<file path="config.mk">
export PLATFORM = sky130hd
export DESIGN_NAME = rgmb_queue
export DESIGN_NICKNAME = d
export VERILOG_FILES = /design/src/hdl/rgmb_pkg.sv /design/src/hdl/rgmb_queue.sv
export SDC_FILE = /design/constraint.sdc
export NUM_CORES = 1
export LEC_CHECK = 0
export BUFFER_PORTS_ARGS = -buffer_cell sky130_fd_sc_hd__buf_2
export CORE_UTILIZATION = 45
export CTS_BUF_LIST = sky130_fd_sc_hd__clkbuf_16
export DETAILED_ROUTE_END_ITERATION = 7
export MAX_ROUTING_LAYER = met4
export SLEW_MARGIN = 20
export SYNTH_ARGS = -nofsm -noshare
export SYNTH_HDL_FRONTEND = slang
export SYNTH_SLANG_ARGS = --single-unit
</file>
<file path="constraint.sdc">
create_clock -name clk -period 3.6 [get_ports clk]
set_input_delay 0.36 -clock clk [delete_from_list [all_inputs] [get_ports clk]]
set_output_delay 0.36 -clock clk [all_outputs]
set_load 0.005 [all_outputs]
</file>
<file path="src/hdl/rgmb_pkg.sv">
// Shared types and constants of the rolling grid map buffer.
// Used by the front end, the queue, the back end and the top level.
package rgmb_pkg;

	// Input mode codes as they arrive on the stream.
	localparam logic [2:0] MODE_READ  = 3'd0;
	localparam logic [2:0] MODE_WRITE = 3'd1;
	localparam logic [2:0] MODE_EAST  = 3'd2;
	localparam logic [2:0] MODE_NORTH = 3'd3;
	localparam logic [2:0] MODE_SOUTH = 3'd4;
	localparam logic [2:0] MODE_WEST  = 3'd5;

	// Decoded operation of a queued item.
	typedef enum logic [2:0] {
		OP_READ,
		OP_WRITE,
		OP_EAST,
		OP_NORTH,
		OP_SOUTH,
		OP_WEST
	} op_t;

	// One decoded item as it travels from front end to back end.
	typedef struct packed {
		op_t         op;
		logic [31:0] easting;
		logic [31:0] northing;
		logic [7:0]  value;
	} item_t;

	// Configuration register indexes.
	localparam int CFG_INDEX_W = 2;
	localparam int CFG_DATA_W  = 32;
	localparam logic [CFG_INDEX_W-1:0] CFG_ORIGIN_EAST   = 2'd0;
	localparam logic [CFG_INDEX_W-1:0] CFG_ORIGIN_NORTH  = 2'd1;
	localparam logic [CFG_INDEX_W-1:0] CFG_DEFAULT_VALUE = 2'd2;

	// Result kinds.
	localparam logic KIND_ACCESS = 1'b0;
	localparam logic KIND_SWAP   = 1'b1;

	// Stream widths.
	localparam int IN_TDATA_W  = 72;
	localparam int OUT_TDATA_W = 152;

	// Decoupling queue between front and back end.
	localparam int QUEUE_DEPTH = 4;
	localparam int QPTR_W      = 2;

	// Back end sequencer states.
	typedef enum logic [1:0] {
		BK_CLEAR,
		BK_RUN,
		BK_SCROLL
	} back_state_t;

	// Payload of a sector swap request.
	typedef struct packed {
		logic [7:0]  slot;
		logic [31:0] save_east;
		logic [31:0] save_north;
		logic [31:0] load_east;
		logic [31:0] load_north;
	} swap_t;

endpackage

</file>
<file path="src/hdl/rgmb_queue.sv">
// Short item queue that decouples the front end from the back end.
// Depends on rgmb_pkg.
module rgmb_queue (
	input  logic            clk,
	input  logic            arst_n,
	input  logic            in_valid,
	output logic            in_ready,
	input  rgmb_pkg::item_t in_item,
	output logic            out_valid,
	input  logic            out_ready,
	output rgmb_pkg::item_t out_item
);
	import rgmb_pkg::*;

	item_t             entries_q [QUEUE_DEPTH];
	logic [QPTR_W-1:0] wr_q;
	logic [QPTR_W-1:0] rd_q;
	logic [QPTR_W:0]   count_q;
	logic              push;
	logic              pop;

	assign in_ready  = count_q != (QPTR_W + 1)'(QUEUE_DEPTH);
	assign out_valid = count_q != '0;
	assign out_item  = entries_q[rd_q];
	assign push      = in_valid && in_ready;
	assign pop       = out_valid && out_ready;

	// Pointers and fill count.
	always_ff @(posedge clk or negedge arst_n) begin
		if (!arst_n) begin
			wr_q    <= '0;
			rd_q    <= '0;
			count_q <= '0;
		end else begin
			if (push) begin
				wr_q <= wr_q + QPTR_W'(1);
			end
			if (pop) begin
				rd_q <= rd_q + QPTR_W'(1);
			end
			if (push && !pop) begin
				count_q <= count_q + (QPTR_W + 1)'(1);
			end else if (pop && !push) begin
				count_q <= count_q - (QPTR_W + 1)'(1);
			end
		end
	end

	// Entry storage.
	always_ff @(posedge clk) begin
		if (push) begin
			entries_q[wr_q] <= in_item;
		end
	end

endmodule

</file>
==> flow_summary.toml, run 1 <==
[power_and_ir_drop]
leakage_nw = 4.56
vdd_drop_max_mv = 0.386
power_density_nw_per_um2 = 808

[synthesis]
synth-seq-cells = 307
syn_nets = 512
yosysSeqAreaShare = 0.815
synth_cells = 427
synth_area_sq_um = 11300
postSynthAreaPerCell_sq_um = 26.4
ys_warn_count = 0
ys_types = 20

[cells_and_area]
area.growth.synth_to_final_pct = 19.0
drive_above_1_share = 0.463
seqCellArea_sq_um = 9190
final_nets = 691
final_cell_mix = "300 x edfxtp_1, 155 x buf_2, 75 x mux4_2"
final_common_cell = "edfxtp_1"
final.fill_count = 1886
multiInputGateArea_sq_um = 1920

[grt]
grt_pass1_vias = 5516
use_met2 = 0.277
grt_busiest_layer = "met2"
grt_overflow = 0
grt_usage = 0.167
antenna_found_initial = 2
grtUsageMet3 = 0.0283
grt_max_degree = 45
met1_usage = 0.217
grt_pass1_wl_mm = 31.4

[placement]
routabilityCongestion = 0.753
preCtsSetupSlack_ps = 1300
hpwl_mm = 11.9
io_buffers = 155

[min_path]
hp-class = "input port to flop"

[floorplanning]
die_w_microns = 160
fp.dieH_microns = 160
initial_core_util = 0.460
fp-row-count = 57
die_area_sq_um = 25700
ios = 156
core_sq_um = 24500

[timing]
fin_setup_tns_ps = 0
slew-limit-headroom = 0.624
layout_min_cycle_time_ps = 2780
hold_viol = 0
skew_ps = 9.60
tightest_slew_ps = 564
slew_viol_final = 0
fin_ws_ps = 824
setup_viol = 0
rsz0062_at_grt = "false"
period_share = 0.771
max_freq_ghz = 0.360

[cts]
h-tree-depth = 1
clk_latency_ps = 530
post_cts_buffers = 0
cts_buffers = 30
clk_path_buf_depth = 3
root_buffer = "clkbuf_16"
path_clk_slew_ps = 60
hold_buffers = 1
cts.sinks = 307
cts_resized = 0
tritoncts = "yes"

[worst_setup_path]
rrSetupSlack_ps = 1410
crit_path_start_kind = "flop"
cp_max_fo = 25
cp-end-kind = "output port"
crit_required_ps = 3240
critPathArrivalTime_ps = 2420
criticalPathCategory = "flop to output port"

[detailed_routing]
drtAntennaViolNets = 0
remaining_drc_errors = 0
viasPerCell = 5.21
vias = 4976
routedWlPerCell_microns = 21.0
first_pass_iters = 4
first_iter_violations = 311
wl_mm = 20.1

[flow_run]
drv_cap = 0

[status]
outcome = "complete, no violations"
## area by class of cell
| type | instances | share of cell area |
|---|---|---|
| inverters | 3 | 0.000840 |
| well taps | 324 | 0.0303 |
| flip-flops and latches | 307 | 0.686 |
| clock inverters | 25 | 0.0126 |
| clock buffers | 31 | 0.0579 |
| diodes | 2 | 0.000374 |
| multi-input cells | 100 | 0.143 |
| repair buffers | 164 | 0.0687 |
## critical path: stages, from the launching register on
cell	delay (ps)
dfrtp_4	770
buf_4	390
mux4_2	560
buf_2	140
## kinds of logic after synthesis
kind of cell | share of synthesized area
AND/OR/NAND/NOR | 0.00456
XOR/XNOR | 0.00467
buffers and inverters | 0.0150
flip-flops | 0.815
adder cells (fa/ha/maj) | 0.00733
multiplexers | 0.152
AO/OA/AOI/OAI | 0.00100
## registers in the layout (all words and copies together), names as in the netlist
signal,cells
entries_q,300
count_q,3
wr_q,2
rd_q,2
## path summary, 6_finish.rpt
path	start	end	cells after the start
max in group asynchronous	arst_n	rd_q[1]	2
min in group asynchronous	arst_n	wr_q[0]	2
setup / recovery	rd_q[0]	out_item[68]	3
hold / removal	in_item[1]	entries_q[1][1]	1
hold reg to reg	count_q[2]	count_q[2]	1
setup reg to reg	count_q[1]	count_q[2]	8
## per-layer routing
layer / vias up / routed length, microns
met3: 28 / 947
li1: 2202 / -
met4: 0 / 316
met1: 2618 / 8510
met5: - / 0
met2: 128 / 10300
## power by group
| part | total (mW) | internal (mW) | switching [mW] |
|---|---|---|---|
| Sequential | 5.06 | 4.73 | 0.328 |
| Clock | 2.94 | 1.70 | 1.25 |
| Combinational | 2.83 | 1.47 | 1.36 |
## synth_stat cells, drive strengths merged
master | n | area, sq um
a21boi | 1 | 11.3
and2 | 4 | 25.0
buf | 17 | 158
dfrtp | 7 | 175
edfxtp | 300 | 9010
fa | 1 | 20.0
ha | 5 | 62.6
inv | 3 | 11.3
mux2 | 2 | 22.5
mux4 | 75 | 1690
nand2 | 2 | 7.51
nand3 | 1 | 5.00
nor2 | 2 | 7.51
or3 | 1 | 6.26
xnor2 | 4 | 35.0
xor2 | 2 | 17.5
## stage by stage
step | utilization | power (mW) | hold slack (ps) | area [sq um] | instances
finish | 0.548 | 10.8 | 39.6 | 13400 | 956
detailed placement | 0.508 | 8.08 | 215 | 12400 | 897
floorplan | - | 6.92 | 64.4 | 11300 | 427
CTS | 0.547 | 11.0 | 11.6 | 13400 | 954
global placement | 0.508 | 8.01 | 217 | 12400 | 897
global route | 0.548 | 11.4 | 20.5 | 13400 | 956
No activity file was read; power rests on OpenSTA's default activity.
==> run 2, diff against run 1 <==
- clock period: 3.6 -> 2.9 ns (I/O delays scaled with it)
==> flow_summary.toml, run 2 (same netlist as run 1, synthesis figures left out) <==
[worst_setup_path]
crit_cells = 3
crit_required_ps = 2610
cpLargestDelayFamily = "flip-flops"
cp_max_fo = 24
rrSetupSlack_ps = 740
regToRegEndpoint = "count_q[2]"
criticalPathCategory = "flop to output port"
cp_slowest_cell = "dfrtp_4"
critPathArrivalTime_ps = 2290
endpoint = "out_item[32]"
slowest_delay_ps = 750
path_cells = "buf_4 -> mux4_2 -> buf_2"
rr_startpoint = "count_q[0]"
crit_path_start_kind = "flop"
rr_worst_depth = 8
setup.worst_path.start = "rd_q[0]"
cp-end-kind = "output port"
worst-path-buf-inv = 2

[detailed_routing]
routedWlPerCell_microns = 20.3
remaining_drc_errors = 0
vias = 5260
drtAntennaViolNets = 0
viasPerCell = 5.08
wl_mm = 21.0
first_pass_iters = 5
first_iter_violations = 277

[cts]
post_cts_buffers = 0
h-tree-depth = 2
cts.sinks = 307
cts_buffers = 34
clk_path_buf_depth = 3
root_buffer = "clkbuf_16"
cts_resized = 0
hold_buffers = 60
tritoncts = "yes"
clk_latency_ps = 490
path_clk_slew_ps = 50

[power_and_ir_drop]
seqPwrFrac = 0.450
internal-power_mw = 10.2
leakage_nw = 4.97
power_density_nw_per_um2 = 983
p_comb_frac = 0.265
power_mw = 13.9
vdd_drop_max_mv = 0.602
switching_power_mw = 3.75
pwr-share-clk = 0.285
p_sw_frac = 0.269

[floorplanning]
fp.dieH_microns = 160
ios = 156
core_sq_um = 24500
die_w_microns = 160
fp-row-count = 57
initial_core_util = 0.460
die_area_sq_um = 25700

[grt]
grt_pass1_wl_mm = 32.5
antenna_found_initial = 1
grt_pass1_vias = 5690
grt_overflow = 0
grt_max_degree = 38
grt_usage = 0.175

[timing]
tightest_slew_ps = 568
rsz0062_at_grt = "false"
period_share = 0.888
setup_viol = 0
slew-limit-headroom = 0.621
hold_viol = 0
fin_setup_tns_ps = 0
max_freq_ghz = 0.388
fin_ws_ps = 323
skew_ps = 8.08
slew_viol_final = 0
layout_min_cycle_time_ps = 2580

[placement]
io_buffers = 155
preCtsSetupSlack_ps = 726
hpwl_mm = 13.0
routabilityCongestion = 0.684
dpl-instance-area_sq_um = 12500

[cells_and_area]
final.fill_count = 1821
final_cell_mix = "300 x edfxtp_1, 155 x buf_2, 75 x mux4_2"
regMostFlops = "entries_q"
largestRegisters = "entries_q x300, count_q x3"
largest_reg_flops = 300
area.growth.synth_to_final_pct = 26.0
final_common_cell = "edfxtp_1"
final_nets = 769
final_util = 0.580
drive_above_1_share = 0.434
final_cell_area_sq_um = 14200

[flow_run]
drv_cap = 0

[min_path]
hp-class = "input port to flop"

[status]
outcome = "complete, no violations"
==> run 2: power by group through the flow <==
stage / clock network (mW) / logic [mW] / registers (mW)
floorplan: 0 / 2.45 / 6.11
global placement: 0 / 3.70 / 6.33
detailed placement: 0 / 3.74 / 6.39
CTS: 4.09 / 3.83 / 6.31
global route: 4.26 / 4.01 / 6.38
finish: 3.98 / 3.70 / 6.27
==> run 2: layout make-up <==
class	count	area, sq um	share of cell area
Multi-Input combinational cell	100	1920	0.135
Antenna cell	1	2.50	0.000176
Sequential cell	307	9190	0.648
Timing Repair Buffer	238	1600	0.113
Clock inverter	25	134	0.00944
Tap cell	324	405	0.0286
Inverter	3	11.3	0.000794
Clock buffer	37	926	0.0653
==> run 2: how the worst min path moves through the flow <==
stage	from	endpoint	cells past startpoint
6_report	in_item[74]	entries_q[3][74]	1
5_1_grt	in_item[50]	entries_q[3][50]	1
4_1_cts	in_item[9]	entries_q[1][9]	1
3_5_place_dp	arst_n	count_q[2]	1
3_3_place_gp	arst_n	count_q[2]	1
2_1_floorplan	arst_n	count_q[0]	0
==> run 2: layer usage <==
metal  up-vias  part of all wire  GRT usage
met5         -                 0          -
met4         0             0.020     0.0576
met3        33             0.045     0.0322
met2       145              0.52      0.292
met1      2730              0.41      0.217
li1       2352                 -          -
==> run 2: metrics by stage <==
step | instances | hold WS (ps)
2_1_floorplan | 427 | -5.59
3_3_place_gp | 912 | 135
3_5_place_dp | 912 | 138
4_1_cts | 1034 | 1.88
5_1_grt | 1035 | 4.58
6_report | 1035 | 19.6
==> run 3, diff against run 2 <==
- HOLD_SLACK_MARGIN: not set -> 0.05
==> flow_summary.toml, run 3 (same netlist as run 1, synthesis figures left out) <==
[worst_setup_path]
endpoint = "out_item[32]"
rr_worst_depth = 8
crit_cells = 3
slowest_delay_ps = 740
cp_slowest_cell = "dfrtp_4"
crit_required_ps = 2610
critPathArrivalTime_ps = 2280
criticalPathCategory = "flop to output port"
cp-end-kind = "output port"
path_cells = "buf_4 -> mux4_2 -> buf_2"
rr_startpoint = "count_q[0]"
setup.worst_path.start = "rd_q[0]"
worst-path-buf-inv = 2
rrSetupSlack_ps = 740
regToRegEndpoint = "count_q[2]"
cpLargestDelayFamily = "flip-flops"
cp_max_fo = 24
crit_path_start_kind = "flop"

[floorplanning]
fp.dieH_microns = 160
die_area_sq_um = 25700
initial_core_util = 0.460
core_sq_um = 24500
fp-row-count = 57
ios = 156
die_w_microns = 160

[timing]
max_freq_ghz = 0.389
rsz0062_at_grt = "false"
skew_ps = 8.07
setup_viol = 0
hold_viol = 0
slew_viol_final = 0
tightest_slew_ps = 572
layout_min_cycle_time_ps = 2570
slew-limit-headroom = 0.619
period_share = 0.887
fin_ws_ps = 327
fin_setup_tns_ps = 0

[cts]
cts_buffers = 34
cts_resized = 0
post_cts_buffers = 0
root_buffer = "clkbuf_16"
tritoncts = "yes"
hold_buffers = 76
clk_path_buf_depth = 3
clk_latency_ps = 500
h-tree-depth = 2
path_clk_slew_ps = 50
cts.sinks = 307

[detailed_routing]
drtAntennaViolNets = 0
wl_mm = 21.1
first_pass_iters = 5
viasPerCell = 5.05
first_iter_violations = 267
remaining_drc_errors = 0
routedWlPerCell_microns = 20.1
vias = 5312

[grt]
grt_usage = 0.176
grt_max_degree = 38
grt_pass1_vias = 5786
antenna_found_initial = 1
grt_overflow = 0
grt_pass1_wl_mm = 32.8

[placement]
dpl-instance-area_sq_um = 12500
placed_cells = 912
hpwl_mm = 13.0
routabilityCongestion = 0.684
io_buffers = 155
preCtsSetupSlack_ps = 726

[cells_and_area]
final_cell_mix = "300 x edfxtp_1, 155 x buf_2, 76 x dlygate4sd3_1"
area.growth.synth_to_final_pct = 27.4
finalNonFillerCells = 1051
final_common_cell = "edfxtp_1"
final_cell_area_sq_um = 14300
largestRegisters = "entries_q x300, count_q x3"
largest_reg_flops = 300
regMostFlops = "entries_q"
drive_above_1_share = 0.424
final_nets = 785

[flow_run]
drv_cap = 0

[status]
outcome = "complete, no violations"

[min_path]
whs_path_depth = 3
hp-class = "input port to flop"

[power_and_ir_drop]
power_density_nw_per_um2 = 974
leakage_nw = 5.04
vdd_drop_max_mv = 0.602
==> run 3: cell type report <==
type                    instances  area, sq um
fillers                      1803        10100
flip-flops and latches        307         9190
multi-input cells             100         1920
repair buffers                254         1760
clock buffers                  37          926
well taps                     324          405
clock inverters                25          134
inverters                       3         11.3
diodes                          1         2.50
==> run 3: worst min-delay path, stage by stage <==
cell     delay (ps)
buf_2           110
nand3_1          90
xnor2_1          60
==> run 3: metrics by stage <==
stage / utilization / hold WS, ps / power [mW]
CTS: 0.586 / 75.1 / 14.2
detailed placement: 0.512 / 138 / 10.1
global route: 0.587 / 101 / 14.7
finish: 0.587 / 96.1 / 14.0
floorplan: - / -5.59 / 8.56
global placement: 0.512 / 135 / 10.0
==> run 3: worst min-delay path by stage <==
stage                         start         end
after floorplan              arst_n  count_q[0]
after global routing      out_ready     rd_q[1]
after global placement       arst_n  count_q[2]
final                     out_ready     rd_q[1]
after detailed placement     arst_n  count_q[2]
after CTS                 out_ready     rd_q[1]
==> run 3: routing by layer <==
metal / track usage / vias up / part of all wire
met3: 0.0319 / 33 / 0.044
met5: - / - / 0
met1: 0.219 / 2746 / 0.41
met2: 0.295 / 148 / 0.52
met4: 0.0576 / 0 / 0.020
li1: - / 2385 / -
==> run 3: where the power goes <==
| group | internal, mW | total (mW) | switching (mW) | leakage (nW) |
|---|---|---|---|---|
| registers | 5.87 | 6.27 | 0.404 | 2.83 |
| logic | 1.96 | 3.72 | 1.76 | 1.65 |
| clock network | 2.38 | 3.98 | 1.60 | 0.557 |
