`config.mk`:
```
export PLATFORM = sky130hd
export DESIGN_NAME = rgmb_front
export DESIGN_NICKNAME = d
export VERILOG_FILES = /design/src/hdl/rgmb_pkg.sv /design/src/hdl/rgmb_front.sv
export SDC_FILE = /design/constraint.sdc
export NUM_CORES = 1
export LEC_CHECK = 0
export ABC_AREA = 0
export BUFFER_PORTS_ARGS = -buffer_cell sky130_fd_sc_hd__buf_2
export CAP_MARGIN = 20
export CORE_MARGIN = 2
export CORE_UTILIZATION = 44
export CTS_CLUSTER_DIAMETER = 150
export DETAILED_ROUTE_END_ITERATION = 16
export PLACE_DENSITY_LB_ADDON = 0.25
export SLEW_MARGIN = 20
export SYNTH_ARGS = -nofsm -noshare
export SYNTH_HDL_FRONTEND = slang
export SYNTH_SLANG_ARGS = --single-unit
```
`constraint.sdc`:
```
create_clock -name clk -period 11.2 [get_ports clk]
set_input_delay 2.24 -clock clk [delete_from_list [all_inputs] [get_ports clk]]
set_output_delay 2.24 -clock clk [all_outputs]
set_load 0.01 [all_outputs]
```
`src/hdl/rgmb_pkg.sv`:
```
// Shared types and constants of the rolling grid map buffer.
// Used by the front end, the queue, the back end and the top level.
package rgmb_pkg;

	// Input mode codes as they arrive on the stream.
	localparam logic [2:0] MODE_READ  = 3'd0;
	localparam logic [2:0] MODE_WRITE = 3'd1;
	localparam logic [2:0] MODE_EAST  = 3'd2;
	localparam logic [2:0] MODE_NORTH = 3'd3;
	localparam logic [2:0] MODE_SOUTH = 3'd4;
	localparam logic [2:0] MODE_WEST  = 3'd5;

	// Decoded operation of a queued item.
	typedef enum logic [2:0] {
		OP_READ,
		OP_WRITE,
		OP_EAST,
		OP_NORTH,
		OP_SOUTH,
		OP_WEST
	} op_t;

	// One decoded item as it travels from front end to back end.
	typedef struct packed {
		op_t         op;
		logic [31:0] easting;
		logic [31:0] northing;
		logic [7:0]  value;
	} item_t;

	// Configuration register indexes.
	localparam int CFG_INDEX_W = 2;
	localparam int CFG_DATA_W  = 32;
	localparam logic [CFG_INDEX_W-1:0] CFG_ORIGIN_EAST   = 2'd0;
	localparam logic [CFG_INDEX_W-1:0] CFG_ORIGIN_NORTH  = 2'd1;
	localparam logic [CFG_INDEX_W-1:0] CFG_DEFAULT_VALUE = 2'd2;

	// Result kinds.
	localparam logic KIND_ACCESS = 1'b0;
	localparam logic KIND_SWAP   = 1'b1;

	// Stream widths.
	localparam int IN_TDATA_W  = 72;
	localparam int OUT_TDATA_W = 152;

	// Decoupling queue between front and back end.
	localparam int QUEUE_DEPTH = 4;
	localparam int QPTR_W      = 2;

	// Back end sequencer states.
	typedef enum logic [1:0] {
		BK_CLEAR,
		BK_RUN,
		BK_SCROLL
	} back_state_t;

	// Payload of a sector swap request.
	typedef struct packed {
		logic [7:0]  slot;
		logic [31:0] save_east;
		logic [31:0] save_north;
		logic [31:0] load_east;
		logic [31:0] load_north;
	} swap_t;

endpackage

```
`src/hdl/rgmb_front.sv`:
```
// Front end: takes input items, decodes the mode and registers one item for the queue.
// Depends on rgmb_pkg.
module rgmb_front (
	input  logic                             clk,
	input  logic                             arst_n,
	input  logic                             clearing,
	input  logic                             s_tvalid,
	output logic                             s_tready,
	input  logic [2:0]                       s_tuser,  // mode
	input  logic [rgmb_pkg::IN_TDATA_W-1:0]  s_tdata,  // easting, northing, value
	output logic                             q_valid,
	input  logic                             q_ready,
	output rgmb_pkg::item_t                  q_item
);
	import rgmb_pkg::*;

	logic  valid_q;
	item_t item_q;
	logic  dec_ok;
	op_t   dec_op;

	// Map the mode code to an operation; unused codes are dropped.
	always_comb begin
		dec_ok = 1'b1;
		dec_op = OP_READ;
		unique case (s_tuser)
			MODE_READ:  dec_op = OP_READ;
			MODE_WRITE: dec_op = OP_WRITE;
			MODE_EAST:  dec_op = OP_EAST;
			MODE_NORTH: dec_op = OP_NORTH;
			MODE_SOUTH: dec_op = OP_SOUTH;
			MODE_WEST:  dec_op = OP_WEST;
			default:    dec_ok = 1'b0;
		endcase
	end

	// No item is taken while the store is being cleared.
	assign s_tready = !clearing && (!valid_q || q_ready);

	always_ff @(posedge clk or negedge arst_n) begin
		if (!arst_n) begin
			valid_q <= 1'b0;
		end else if (s_tready) begin
			valid_q <= s_tvalid && dec_ok;
		end else if (q_ready) begin
			valid_q <= 1'b0;
		end
	end

	always_ff @(posedge clk) begin
		if (s_tready && s_tvalid) begin
			item_q.op       <= dec_op;
			item_q.easting  <= s_tdata[31:0];
			item_q.northing <= s_tdata[63:32];
			item_q.value    <= s_tdata[71:64];
		end
	end

	assign q_valid = valid_q;
	assign q_item  = item_q;

endmodule

```
==> metrics.txt, run 1 <==
# TYPE chip_impl_metric gauge
chip_impl_info{name="status",value="finished, final reports clean"} 1
chip_impl_metric{name="cts_hold_buf",unit=""} 0
chip_impl_info{name="most_used_cells_in_the_layout_excluding_fill_and_tap_cells",value="sky130_fd_sc_hd__buf_2, sky130_fd_sc_hd__edfxtp_1, sky130_fd_sc_hd__clkbuf_8"} 1
chip_impl_metric{name="cp_data_arrival_time",unit="ns"} 2.68
chip_impl_metric{name="synthDominantCellAreaShare",unit="%"} 95.3
chip_impl_metric{name="antenna_found_initial",unit=""} 0
chip_impl_info{name="critical_path.startpoint",value="q_ready"} 1
chip_impl_metric{name="setup_ws",unit="ns"} 6.28
chip_impl_metric{name="multi_input_comb_area",unit="µm²"} 92.6
chip_impl_metric{name="critical_path_peak_fanout",unit=""} 3
chip_impl_info{name="synthTopCellsByArea",value="sky130_fd_sc_hd__edfxtp_1, sky130_fd_sc_hd__dfrtp_1, sky130_fd_sc_hd__o21bai_4, sky130_fd_sc_hd__nand2b_4, sky130_fd_sc_hd__nor2b_4"} 1
chip_impl_info{name="cp_cell_sequence",value="buf_2 -> nor2b_4 -> nor2_1 -> buf_2"} 1
chip_impl_info{name="hp-start",value="q_valid"} 1
chip_impl_metric{name="drt_iter0_markers",unit=""} 86
chip_impl_metric{name="grt_start_max_net_pins",unit=""} 41
chip_impl_metric{name="final.period_utilization",unit="%"} 43.9
chip_impl_metric{name="maxSlewViolCount",unit=""} 0
chip_impl_info{name="tritoncts_clock_tree",value="yes"} 1
chip_impl_metric{name="coreArea",unit="µm²"} 5140
chip_impl_metric{name="setup_viol",unit=""} 0
chip_impl_info{name="layout.cells.most_common",value="sky130_fd_sc_hd__buf_2"} 1
chip_impl_info{name="synthDominantAreaCellType",value="sky130_fd_sc_hd__edfxtp_1"} 1
chip_impl_metric{name="grt_pass1_wl",unit="µm"} 6670
chip_impl_info{name="setup.worst_path.class",value="in -> out"} 1
chip_impl_metric{name="postSynthRegisterBits",unit=""} 76
chip_impl_metric{name="groute.usage.overall",unit="%"} 15.6
chip_impl_metric{name="post_drt_via_cell_ratio",unit=""} 4.32
chip_impl_metric{name="sequential_to_total_area_share_from_yosys_stat",unit="%"} 96.4
chip_impl_metric{name="buffer_ports.inserted",unit=""} 156
chip_impl_metric{name="drt_drc_violations_left",unit=""} 0
chip_impl_metric{name="syn_avg_cell_area",unit="µm²"} 27.8
chip_impl_metric{name="sequential_cell_area",unit="µm²"} 2280
chip_impl_metric{name="power.leakage",unit="nW"} 1.46
chip_impl_info{name="critical_path.endpoint_type",value="output port"} 1
chip_impl_info{name="regToRegStartpoint",value="q_valid"} 1
chip_impl_metric{name="layout_min_cycle_time",unit="ns"} 4.92
chip_impl_info{name="crit_path_top_delay_cell",value="sky130_fd_sc_hd__nor2b_4"} 1
chip_impl_metric{name="syn_nets",unit=""} 165
chip_impl_metric{name="timing.slew.headroom",unit="%"} 37.3
chip_impl_info{name="worstHoldEndpoint",value="q_valid"} 1
chip_impl_metric{name="worst_setup_hold_path_clk_slew",unit="ns"} 0.07
chip_impl_metric{name="worst-r2r-cell-count",unit=""} 3
chip_impl_metric{name="ant_nets",unit=""} 0
chip_impl_metric{name="fillers",unit=""} 392
chip_impl_metric{name="tritoncts.num_buffers",unit=""} 9
chip_impl_metric{name="syn_area",unit="µm²"} 2360
chip_impl_metric{name="area_growth_synth_to_finish",unit="%"} 45.1
chip_impl_metric{name="post_cts_buffers",unit=""} 0
chip_impl_info{name="critPathLaunchType",value="primary input"} 1
chip_impl_metric{name="pre_cts_slack",unit="ns"} 6.28
chip_impl_metric{name="hold_viol",unit=""} 0
chip_impl_metric{name="overflow",unit=""} 0
chip_impl_metric{name="drv_cap",unit=""} 0
chip_impl_metric{name="clk_latency",unit="ns"} 0.33
chip_impl_metric{name="cts.sink_count",unit=""} 76
chip_impl_metric{name="fin_nets",unit=""} 333
chip_impl_metric{name="timing.critical_path.required",unit="ns"} 8.96
chip_impl_info{name="root_buffer",value="sky130_fd_sc_hd__clkbuf_8"} 1
chip_impl_metric{name="io_pins",unit=""} 157
chip_impl_metric{name="totalNegativeSetupSlack",unit="ns"} 0
chip_impl_metric{name="skew",unit="ns"} 0.00866
chip_impl_metric{name="initial_core_util",unit="%"} 46.0
chip_impl_metric{name="drtPass1Iterations",unit=""} 4
chip_impl_metric{name="die-area",unit="µm²"} 5970
chip_impl_info{name="setup_repair_after_global_routing_missed_its_margin",value="false"} 1
chip_impl_metric{name="routed_length_per_placed_instance",unit="µm"} 13.9
chip_impl_metric{name="post_synth_inst_count",unit=""} 85
chip_impl_metric{name="die_y",unit="µm"} 77.3
chip_impl_metric{name="synthesis.yosys.warnings",unit=""} 0
chip_impl_metric{name="hold-path-cell-count",unit=""} 2
chip_impl_metric{name="cpPeakStageDelay",unit="ns"} 0.14
chip_impl_metric{name="fmax",unit="MHz"} 203
chip_impl_metric{name="antenna-diode-count",unit=""} 0
chip_impl_info{name="rr_endpoint",value="q_item[66]"} 1
chip_impl_metric{name="cts.repair.resized",unit=""} 0
chip_impl_metric{name="first_global_vias",unit=""} 1428
chip_impl_info{name="timing.hold.worst.class",value="reg -> reg"} 1
chip_impl_metric{name="route.final.wire_length",unit="µm"} 4550
chip_impl_metric{name="ys_types",unit=""} 10
chip_impl_metric{name="die_width",unit="µm"} 77.3
chip_impl_metric{name="weighted_congestion_at_the_end_of_routability_driven_global_placement",unit=""} 0.724
chip_impl_metric{name="dr_total_vias",unit=""} 1416
chip_impl_metric{name="slew_of_the_pin_with_the_lowest_slew_margin",unit="ns"} 0.938
chip_impl_metric{name="power.ir.vdd_worst",unit="µV"} 88.3
chip_impl_metric{name="reg2reg_setup_slack",unit="ns"} 9.00
chip_impl_metric{name="htreeDepth",unit=""} 3
chip_impl_metric{name="drive_above_1_share",unit="%"} 67.8
chip_impl_metric{name="floorplan.rows",unit=""} 26
chip_impl_metric{name="clk_path_buf_depth",unit=""} 2
chip_impl_metric{name="pwr_density_cell",unit="nW/µm²"} 163
chip_impl_info{name="timing.critical_path.mode_cell",value="sky130_fd_sc_hd__buf_2"} 1
-- worst max-delay path by stage --
| stage | endpoint | slack (ns) | cells past startpoint |
|---|---|---|---|
| global route | s_tready | 6.25 | 4 |
| detailed placement | s_tready | 6.28 | 4 |
| floorplan | q_item[0] | 5.17 | 2 |
| CTS | s_tready | 6.28 | 4 |
| finish | s_tready | 6.28 | 4 |
| global placement | s_tready | 6.29 | 4 |
-- through the flow --
step / instances / power (mW) / utilization [%] / cell area [µm²] / hold slack, ns
2_1_floorplan: 85 / 0.352 / - / 2360 / 0.679
3_3_place_gp: 312 / 0.377 / 63.1 / 3250 / 0.672
3_5_place_dp: 312 / 0.378 / 63.1 / 3250 / 0.685
4_1_cts: 328 / 0.566 / 66.7 / 3430 / 0.702
5_1_grt: 328 / 0.578 / 66.7 / 3430 / 0.730
6_report: 328 / 0.557 / 66.7 / 3430 / 0.693
-- critical path, delay by kind of cell --
kind	cells	cell delay [ns]
AND/OR/NAND/NOR	2	0.19
buffers and inverters	2	0.24
-- kinds of logic (layout without fill, tap and decap cells) --
family | Yosys count | after routing | synth area share [%]
AND/OR/NAND/NOR | 8 | 8 | 2.81
flip-flops | 76 | 76 | 96.4
buffers and inverters | 0 | 173 | 0
AO/OA/AOI/OAI | 1 | 1 | 0.795
-- cells in the mapped netlist, drive strengths merged --
| master | n |
|---|---|
| dfrtp | 1 |
| edfxtp | 75 |
| and2 | 1 |
| nor2 | 2 |
| and2b | 1 |
| nor2b | 3 |
| o21bai | 1 |
| nand2b | 1 |
-- state kept, by name, indices dropped and copies added, names as in the netlist --
signal / count
q_item: 75
q_valid: 1
-- layout make-up --
cell class | instances | share of cell area (%)
sequential | 76 | 66.4
timing repair buffer | 157 | 23.0
clock buffer | 9 | 3.61
multi-input combinational | 9 | 2.70
tap | 70 | 2.56
clock inverter | 7 | 1.68
-- where the power goes --
group | leakage [nW] | switching [mW] | internal [mW] | total (mW)
Sequential | 0.713 | 0.00259 | 0.328 | 0.330
Clock | 0.0892 | 0.0872 | 0.0994 | 0.187
Combinational | 0.661 | 0.0211 | 0.0194 | 0.0405
-- layer usage --
metal	up-vias	share of wire [%]	GRT usage [%]
met4	0	2.3	9.11
met2	111	50	26.1
met1	622	34	16.0
met5	-	0	0
met3	10	13	7.29
li1	673	-	-
Note: power is estimated with default switching activity, not from simulation.
==> run 2, diff against run 1 <==
--- a/config.mk
+++ b/config.mk
@@ -5,11 +5,11 @@
 export SDC_FILE = /design/constraint.sdc
 export NUM_CORES = 1
 export LEC_CHECK = 0
-export ABC_AREA = 0
+export ABC_AREA = 1
 export BUFFER_PORTS_ARGS = -buffer_cell sky130_fd_sc_hd__buf_2
 export CAP_MARGIN = 20
 export CORE_MARGIN = 2
-export CORE_UTILIZATION = 44
+export CORE_UTILIZATION = 37
 export CTS_CLUSTER_DIAMETER = 150
 export DETAILED_ROUTE_END_ITERATION = 16
 export PLACE_DENSITY_LB_ADDON = 0.25
==> constraint.sdc (replaced) <==
create_clock -name clk -period 4 [get_ports clk]
set_input_delay 0.8 -clock clk [delete_from_list [all_inputs] [get_ports clk]]
set_output_delay 0.8 -clock clk [all_outputs]
set_load 0.01 [all_outputs]
==> metrics.txt, run 2 <==
# TYPE chip_impl_metric gauge
chip_impl_metric{name="first_global_vias",unit=""} 1471
chip_impl_info{name="regToRegStartpoint",value="q_valid"} 1
chip_impl_metric{name="initial_core_util",unit="%"} 37.6
chip_impl_info{name="layout.cells.most_common",value="sky130_fd_sc_hd__buf_2"} 1
chip_impl_metric{name="cpPeakStageDelay",unit="ns"} 0.13
chip_impl_metric{name="cell_internal_pwr",unit="mW"} 1.18
chip_impl_metric{name="htreeDepth",unit=""} 3
chip_impl_info{name="post-synth-top-count-cell",value="sky130_fd_sc_hd__edfxtp_1"} 1
chip_impl_metric{name="die_y",unit="µm"} 83.7
chip_impl_metric{name="cts_hold_buf",unit=""} 0
chip_impl_metric{name="post_synth_inst_count",unit=""} 91
chip_impl_metric{name="pwr-share-seq",unit="%"} 61.3
chip_impl_info{name="route.top_layer_used",value="met4"} 1
chip_impl_metric{name="syn_area",unit="µm²"} 2350
chip_impl_metric{name="setup_viol",unit=""} 0
chip_impl_metric{name="pwr-share-comb",unit="%"} 7.5
chip_impl_metric{name="cts.repair.resized",unit=""} 0
chip_impl_info{name="crit_path_top_delay_cell",value="sky130_fd_sc_hd__buf_2"} 1
chip_impl_info{name="critical_path.startpoint",value="q_ready"} 1
chip_impl_metric{name="met3WireLength",unit="µm"} 611
chip_impl_metric{name="ys_types",unit=""} 9
chip_impl_metric{name="clk_latency",unit="ns"} 0.34
chip_impl_metric{name="io_pins",unit=""} 157
chip_impl_info{name="most_used_cells_in_the_layout_excluding_fill_and_tap_cells",value="sky130_fd_sc_hd__buf_2, sky130_fd_sc_hd__edfxtp_1, sky130_fd_sc_hd__clkbuf_8"} 1
chip_impl_metric{name="dr_wl_met2",unit="µm"} 2210
chip_impl_metric{name="fmax",unit="MHz"} 481
chip_impl_metric{name="overflow",unit=""} 0
chip_impl_metric{name="fin_nets",unit=""} 339
chip_impl_info{name="cp_cell_sequence",value="buf_2 -> inv_1 -> nand2_2 -> nand2_2 -> inv_1 -> buf_2"} 1
chip_impl_metric{name="proportion_of_register_bits_with_asynchronous_set_or_reset_after_synthesis",unit="%"} 1.32
chip_impl_metric{name="totalNegativeSetupSlack",unit="ns"} 0
chip_impl_metric{name="antenna_found_initial",unit=""} 0
chip_impl_metric{name="critical_path_buf_inv_count",unit=""} 4
chip_impl_metric{name="floorplan.rows",unit=""} 29
chip_impl_metric{name="groute.usage.overall",unit="%"} 13.9
chip_impl_metric{name="route.final.wire_length",unit="µm"} 4730
chip_impl_metric{name="clk_path_buf_depth",unit=""} 2
chip_impl_info{name="tritoncts_clock_tree",value="yes"} 1
chip_impl_metric{name="synthDominantCellAreaShare",unit="%"} 95.9
chip_impl_info{name="status",value="finished, final reports clean"} 1
chip_impl_metric{name="routed_length_per_placed_instance",unit="µm"} 13.9
chip_impl_metric{name="die_width",unit="µm"} 83.7
chip_impl_metric{name="grt_start_max_net_pins",unit=""} 48
chip_impl_metric{name="weighted_congestion_at_the_end_of_routability_driven_global_placement",unit=""} 0.703
chip_impl_metric{name="maxSlewViolCount",unit=""} 0
chip_impl_metric{name="hold_viol",unit=""} 0
chip_impl_info{name="critical_path.endpoint_type",value="output port"} 1
chip_impl_info{name="critPathLaunchType",value="primary input"} 1
chip_impl_metric{name="drt_drc_violations_left",unit=""} 0
chip_impl_info{name="setup.worst_path.class",value="in -> out"} 1
chip_impl_metric{name="switching_share",unit="%"} 21.5
chip_impl_metric{name="coreArea",unit="µm²"} 6240
chip_impl_metric{name="clkPwrFrac",unit="%"} 31.2
chip_impl_metric{name="layout_min_cycle_time",unit="ns"} 2.08
chip_impl_metric{name="grt_pass1_wl",unit="µm"} 7140
chip_impl_metric{name="post_drt_via_cell_ratio",unit=""} 4.28
chip_impl_metric{name="dr_total_vias",unit=""} 1455
chip_impl_info{name="synthDominantAreaCellType",value="sky130_fd_sc_hd__edfxtp_1"} 1
chip_impl_metric{name="drtPass1Iterations",unit=""} 3
chip_impl_metric{name="fin_worst_hold_slack",unit="ns"} 0.225
chip_impl_metric{name="sequential_to_total_area_share_from_yosys_stat",unit="%"} 97.0
chip_impl_metric{name="power.leakage",unit="nW"} 1.47
chip_impl_metric{name="timing.slew.headroom",unit="%"} 44.4
chip_impl_info{name="synth_common_cells",value="sky130_fd_sc_hd__edfxtp_1, sky130_fd_sc_hd__inv_1, sky130_fd_sc_hd__nand2_1, sky130_fd_sc_hd__nand2_2, sky130_fd_sc_hd__nor2_1"} 1
chip_impl_info{name="root_buffer",value="sky130_fd_sc_hd__clkbuf_8"} 1
chip_impl_metric{name="post_cts_buffers",unit=""} 0
chip_impl_metric{name="synthesis.yosys.warnings",unit=""} 0
chip_impl_metric{name="power.net_switching",unit="mW"} 0.324
chip_impl_info{name="synthTopCellsByArea",value="sky130_fd_sc_hd__edfxtp_1, sky130_fd_sc_hd__dfrtp_1, sky130_fd_sc_hd__inv_1, sky130_fd_sc_hd__nand2_2, sky130_fd_sc_hd__o21ai_2"} 1
chip_impl_metric{name="timing.critical_path.required",unit="ns"} 3.20
chip_impl_metric{name="area_growth_synth_to_finish",unit="%"} 45.1
chip_impl_metric{name="die-area",unit="µm²"} 7000
chip_impl_metric{name="drv_cap",unit=""} 0
chip_impl_metric{name="buffer_ports.inserted",unit=""} 156
chip_impl_metric{name="skew",unit="ns"} 0.00415
chip_impl_metric{name="largest_reg_flops",unit=""} 75
chip_impl_metric{name="cp_data_arrival_time",unit="ns"} 1.28
chip_impl_metric{name="tritoncts.num_buffers",unit=""} 9
chip_impl_metric{name="slew_of_the_pin_with_the_lowest_slew_margin",unit="ns"} 0.832
chip_impl_metric{name="m1WireLength",unit="µm"} 1720
chip_impl_metric{name="critical_path_peak_fanout",unit=""} 2
chip_impl_metric{name="syn_nets",unit=""} 171
chip_impl_info{name="timing.hold.worst.class",value="in -> async"} 1
chip_impl_metric{name="postSynthRegisterBits",unit=""} 76
chip_impl_metric{name="drt_iter0_markers",unit=""} 62
chip_impl_metric{name="final.period_utilization",unit="%"} 52.0
chip_impl_metric{name="drive_above_1_share",unit="%"} 66.2
chip_impl_metric{name="worst_setup_hold_path_clk_slew",unit="ns"} 0.07
chip_impl_metric{name="power.ir.vdd_worst",unit="µV"} 284
chip_impl_metric{name="antenna-diode-count",unit=""} 0
chip_impl_metric{name="syn_avg_cell_area",unit="µm²"} 25.8
chip_impl_metric{name="ant_nets",unit=""} 0
chip_impl_metric{name="synth_enable_flop_cells",unit=""} 75
chip_impl_info{name="cpLargestDelayFamily",value="buffers and inverters"} 1
chip_impl_info{name="synth_top_flop_cell",value="sky130_fd_sc_hd__edfxtp_1"} 1
chip_impl_info{name="setup_repair_after_global_routing_missed_its_margin",value="false"} 1
chip_impl_metric{name="cts.sink_count",unit=""} 76
chip_impl_metric{name="pwr_density_cell",unit="nW/µm²"} 443
## run 2: cell families (layout without fill, tap and decap cells)
logic type	after synthesis	in the layout	share of synthesized area (%)
compound gates	1	1	0.373
buf+inv	6	178	0.959
flops	76	76	97.0
simple gates	8	8	1.71
## run 2: routing by layer
metal  up-vias  GRT usage [%]
li1        683              -
met1       654           14.6
met2       101           20.9
met3        17           7.52
met4         0           10.6
met5         -              0
## run 2: worst register-to-register path: stages, from the launching register on
cell and delay, ns:
sky130_fd_sc_hd__dfrtp_1 0.39, sky130_fd_sc_hd__nand2_2 0.09, sky130_fd_sc_hd__nand2_2 0.07, sky130_fd_sc_hd__nor2_4 0.63, sky130_fd_sc_hd__buf_12 0.36
## run 2: final cells by class
cell class	count	area, µm²
Fill cell	556	2830
Sequential cell	76	2280
Timing Repair Buffer	157	801
Clock buffer	9	124
Tap cell	77	96.3
Multi-Input combinational cell	9	53.8
Clock inverter	6	32.5
Inverter	6	22.5
## run 2: worst paths after layout
kind / endpoint / slack, ns / cells after the start
setup / recovery: s_tready / 1.92 / 6
min in group clk: q_valid / 0.51 / 2
hold / removal: q_valid / 0.23 / 1
max in group asynchronous: q_valid / 3.69 / 1
hold reg to reg: q_valid / 0.51 / 2
setup reg to reg: q_item[73] / 2.13 / 4
## run 2: stage by stage
stage	cell area (µm²)	util [%]	setup slack (ns)	total power, mW	instances
after floorplan	2350	-	0.681	0.982	91
after global placement	3250	52.1	1.63	1.05	325
after detailed placement	3250	52.1	1.56	1.06	325
after CTS	3410	54.6	1.91	1.53	340
after global routing	3410	54.6	1.85	1.57	340
final	3410	54.6	1.92	1.51	340
## run 2: power groups by stage
stage,clock network [mW],logic [mW],registers [mW]
global placement,0,0.113,0.942
finish,0.471,0.113,0.925
detailed placement,0,0.115,0.943
floorplan,0,0.0175,0.965
CTS,0.490,0.115,0.925
global route,0.516,0.124,0.928
==> run 3, diff against run 2 <==
--- a/config.mk
+++ b/config.mk
@@ -5,7 +5,7 @@
 export SDC_FILE = /design/constraint.sdc
 export NUM_CORES = 1
 export LEC_CHECK = 0
-export ABC_AREA = 1
+export ABC_AREA = 0
 export BUFFER_PORTS_ARGS = -buffer_cell sky130_fd_sc_hd__buf_2
 export CAP_MARGIN = 20
 export CORE_MARGIN = 2
==> constraint.sdc (replaced) <==
create_clock -name clk -period 1.7 [get_ports clk]
set_input_delay 0.34 -clock clk [delete_from_list [all_inputs] [get_ports clk]]
set_output_delay 0.34 -clock clk [all_outputs]
set_load 0.01 [all_outputs]
==> metrics.txt, run 3 (synthesis results as in run 1) <==
# TYPE chip_impl_metric gauge
chip_impl_info{name="status",value="finished, final reports clean"} 1
chip_impl_metric{name="cpPeakStageDelay",unit="ns"} 0.37
chip_impl_metric{name="floorplan.rows",unit=""} 29
chip_impl_metric{name="skew",unit="ns"} 0.00987
chip_impl_metric{name="die_width",unit="µm"} 83.9
chip_impl_metric{name="tritoncts.num_buffers",unit=""} 9
chip_impl_info{name="most_used_cells_in_the_layout_excluding_fill_and_tap_cells",value="sky130_fd_sc_hd__buf_2, sky130_fd_sc_hd__edfxtp_1, sky130_fd_sc_hd__clkbuf_8"} 1
chip_impl_metric{name="fillers",unit=""} 513
chip_impl_metric{name="drtPass1Iterations",unit=""} 4
chip_impl_metric{name="clk_path_buf_depth",unit=""} 2
chip_impl_metric{name="pwr-share-comb",unit="%"} 7.4
chip_impl_metric{name="drv_cap",unit=""} 0
chip_impl_metric{name="stdcell_count",unit=""} 337
chip_impl_metric{name="timing.slew.headroom",unit="%"} 84.3
chip_impl_metric{name="antenna_found_initial",unit=""} 0
chip_impl_metric{name="sequential_cell_area",unit="µm²"} 2280
chip_impl_metric{name="placed_area",unit="µm²"} 3290
chip_impl_metric{name="critical_path_peak_fanout",unit=""} 3
chip_impl_metric{name="fin_nets",unit=""} 335
chip_impl_metric{name="grt_start_max_net_pins",unit=""} 45
chip_impl_metric{name="initial_core_util",unit="%"} 37.6
chip_impl_metric{name="power.net_switching",unit="mW"} 0.802
chip_impl_metric{name="io_pins",unit=""} 157
chip_impl_metric{name="setup_viol",unit=""} 0
chip_impl_metric{name="largest_reg_flops",unit=""} 75
chip_impl_metric{name="antenna-diode-count",unit=""} 0
chip_impl_metric{name="cell_internal_pwr",unit="mW"} 2.98
chip_impl_metric{name="reg2reg_setup_slack",unit="ns"} 0.46
chip_impl_metric{name="route.final.wire_length",unit="µm"} 4680
chip_impl_metric{name="timing.critical_path.required",unit="ns"} 1.36
chip_impl_metric{name="ant_nets",unit=""} 0
chip_impl_metric{name="dr_total_vias",unit=""} 1407
chip_impl_metric{name="grt_pass1_wl",unit="µm"} 7160
chip_impl_info{name="setup.worst_path.class",value="reg -> out"} 1
chip_impl_metric{name="fin_total_pwr",unit="mW"} 3.78
chip_impl_info{name="root_buffer",value="sky130_fd_sc_hd__clkbuf_8"} 1
chip_impl_info{name="timing.hold.worst.class",value="in -> reg"} 1
chip_impl_metric{name="worst_setup_hold_path_clk_slew",unit="ns"} 0.08
chip_impl_metric{name="buffer_ports.inserted",unit=""} 156
chip_impl_metric{name="final_cell_area",unit="µm²"} 3500
chip_impl_metric{name="htreeDepth",unit=""} 3
chip_impl_info{name="cp_cell_sequence",value="nor2b_4 -> nor2_1 -> buf_2"} 1
chip_impl_metric{name="cp_data_arrival_time",unit="ns"} 1.04
chip_impl_metric{name="switching_share",unit="%"} 21.2
chip_impl_metric{name="post_cts_buffers",unit=""} 0
chip_impl_metric{name="coreArea",unit="µm²"} 6280
chip_impl_metric{name="clkPwrFrac",unit="%"} 35.1
chip_impl_info{name="tritoncts_clock_tree",value="yes"} 1
chip_impl_metric{name="fmax",unit="MHz"} 725
chip_impl_metric{name="drt_iter0_markers",unit=""} 56
chip_impl_metric{name="routed_length_per_placed_instance",unit="µm"} 13.9
chip_impl_metric{name="die-area",unit="µm²"} 7040
chip_impl_metric{name="maxSlewViolCount",unit=""} 0
chip_impl_metric{name="dp_cells",unit=""} 320
chip_impl_metric{name="cts.sink_count",unit=""} 76
chip_impl_metric{name="pwr-share-seq",unit="%"} 57.5
chip_impl_metric{name="drt_drc_violations_left",unit=""} 0
chip_impl_metric{name="weighted_congestion_at_the_end_of_routability_driven_global_placement",unit=""} 0.728
chip_impl_info{name="setup_repair_after_global_routing_missed_its_margin",value="false"} 1
chip_impl_info{name="crit_path_top_delay_cell",value="sky130_fd_sc_hd__dfrtp_1"} 1
chip_impl_info{name="critical_path.endpoint_type",value="output port"} 1
chip_impl_metric{name="overflow",unit=""} 0
chip_impl_metric{name="power.ir.vdd_worst",unit="µV"} 661
chip_impl_metric{name="clk_latency",unit="ns"} 0.34
chip_impl_metric{name="die_y",unit="µm"} 83.9
chip_impl_metric{name="multi_input_comb_area",unit="µm²"} 92.6
chip_impl_metric{name="first_global_vias",unit=""} 1417
chip_impl_metric{name="pwr_density_cell",unit="nW/µm²"} 1080
chip_impl_info{name="critPathLaunchType",value="flop"} 1
chip_impl_metric{name="groute.usage.overall",unit="%"} 13.8
chip_impl_metric{name="power.leakage",unit="nW"} 1.49
chip_impl_info{name="layout.cells.most_common",value="sky130_fd_sc_hd__buf_2"} 1
chip_impl_metric{name="post_drt_via_cell_ratio",unit=""} 4.18
chip_impl_metric{name="drive_above_1_share",unit="%"} 68.8
chip_impl_metric{name="hold_viol",unit=""} 0
chip_impl_metric{name="area_growth_synth_to_finish",unit="%"} 48.0
chip_impl_metric{name="final.period_utilization",unit="%"} 81.1
chip_impl_metric{name="slew_of_the_pin_with_the_lowest_slew_margin",unit="ns"} 0.235
chip_impl_metric{name="layout_min_cycle_time",unit="ns"} 1.38
run 3: through the flow:
step / setup WS [ns] / utilization (%) / hold WS, ns / setup TNS, ns
global route: 0.249 / 55.7 / 0.141 / 0
CTS: 0.285 / 55.7 / 0.145 / 0
floorplan: -0.357 / - / 0.0444 / -26.80
finish: 0.321 / 55.7 / 0.172 / 0
global placement: 0.346 / 52.4 / 0.115 / 0
detailed placement: 0.319 / 52.4 / 0.117 / 0
run 3: cell type report:
| cell class | count | area share, % |
|---|---|---|
| Timing Repair Buffer | 159 | 23.8 |
| Clock buffer | 9 | 3.54 |
| Multi-Input combinational cell | 9 | 2.65 |
| Tap cell | 77 | 2.75 |
| Clock inverter | 7 | 2.18 |
| Sequential cell | 76 | 65.1 |
run 3: worst paths after layout:
path / startpoint / end / depth (start not counted)
min in group asynchronous: arst_n / q_valid / 2
setup reg to reg: q_valid / q_item[44] / 3
hold reg to reg: q_valid / q_valid / 2
setup / recovery: q_valid / s_tready / 3
hold / removal: s_tdata[63] / q_item[39] / 1
max in group asynchronous: arst_n / q_valid / 2
run 3: critical path, delay by kind of cell, from the launching register on:
family	cells	cell delay, ns
simple gates	2	0.21
flops	1	0.37
buf+inv	1	0.13
run 3: what timing repair did:
| item | in CTS | in global routing |
|---|---|---|
| hold endpoints to repair | 1 | 0 |
| hold buffers | 1 | 0 |
| gates resized for setup | 0 | 0 |
run 3: routing by layer:
layer  up-vias  GRT usage [%]  part of all wire (%)
met5         -              0                     0
met4         0           7.48                   1.5
met3         8           6.82                    13
met2       101           21.5                    47
met1       620           15.7                    38
li1        678              -                     -
run 3: power groups by stage:
| stage | Combinational [mW] | Clock [mW] | Sequential (mW) |
|---|---|---|---|
| 2_1_floorplan | 0.0491 | 0 | 2.27 |
| 3_3_place_gp | 0.280 | 0 | 2.22 |
| 3_5_place_dp | 0.287 | 0 | 2.22 |
| 4_1_cts | 0.289 | 1.39 | 2.17 |
| 5_1_grt | 0.308 | 1.47 | 2.18 |
| 6_report | 0.281 | 1.33 | 2.17 |
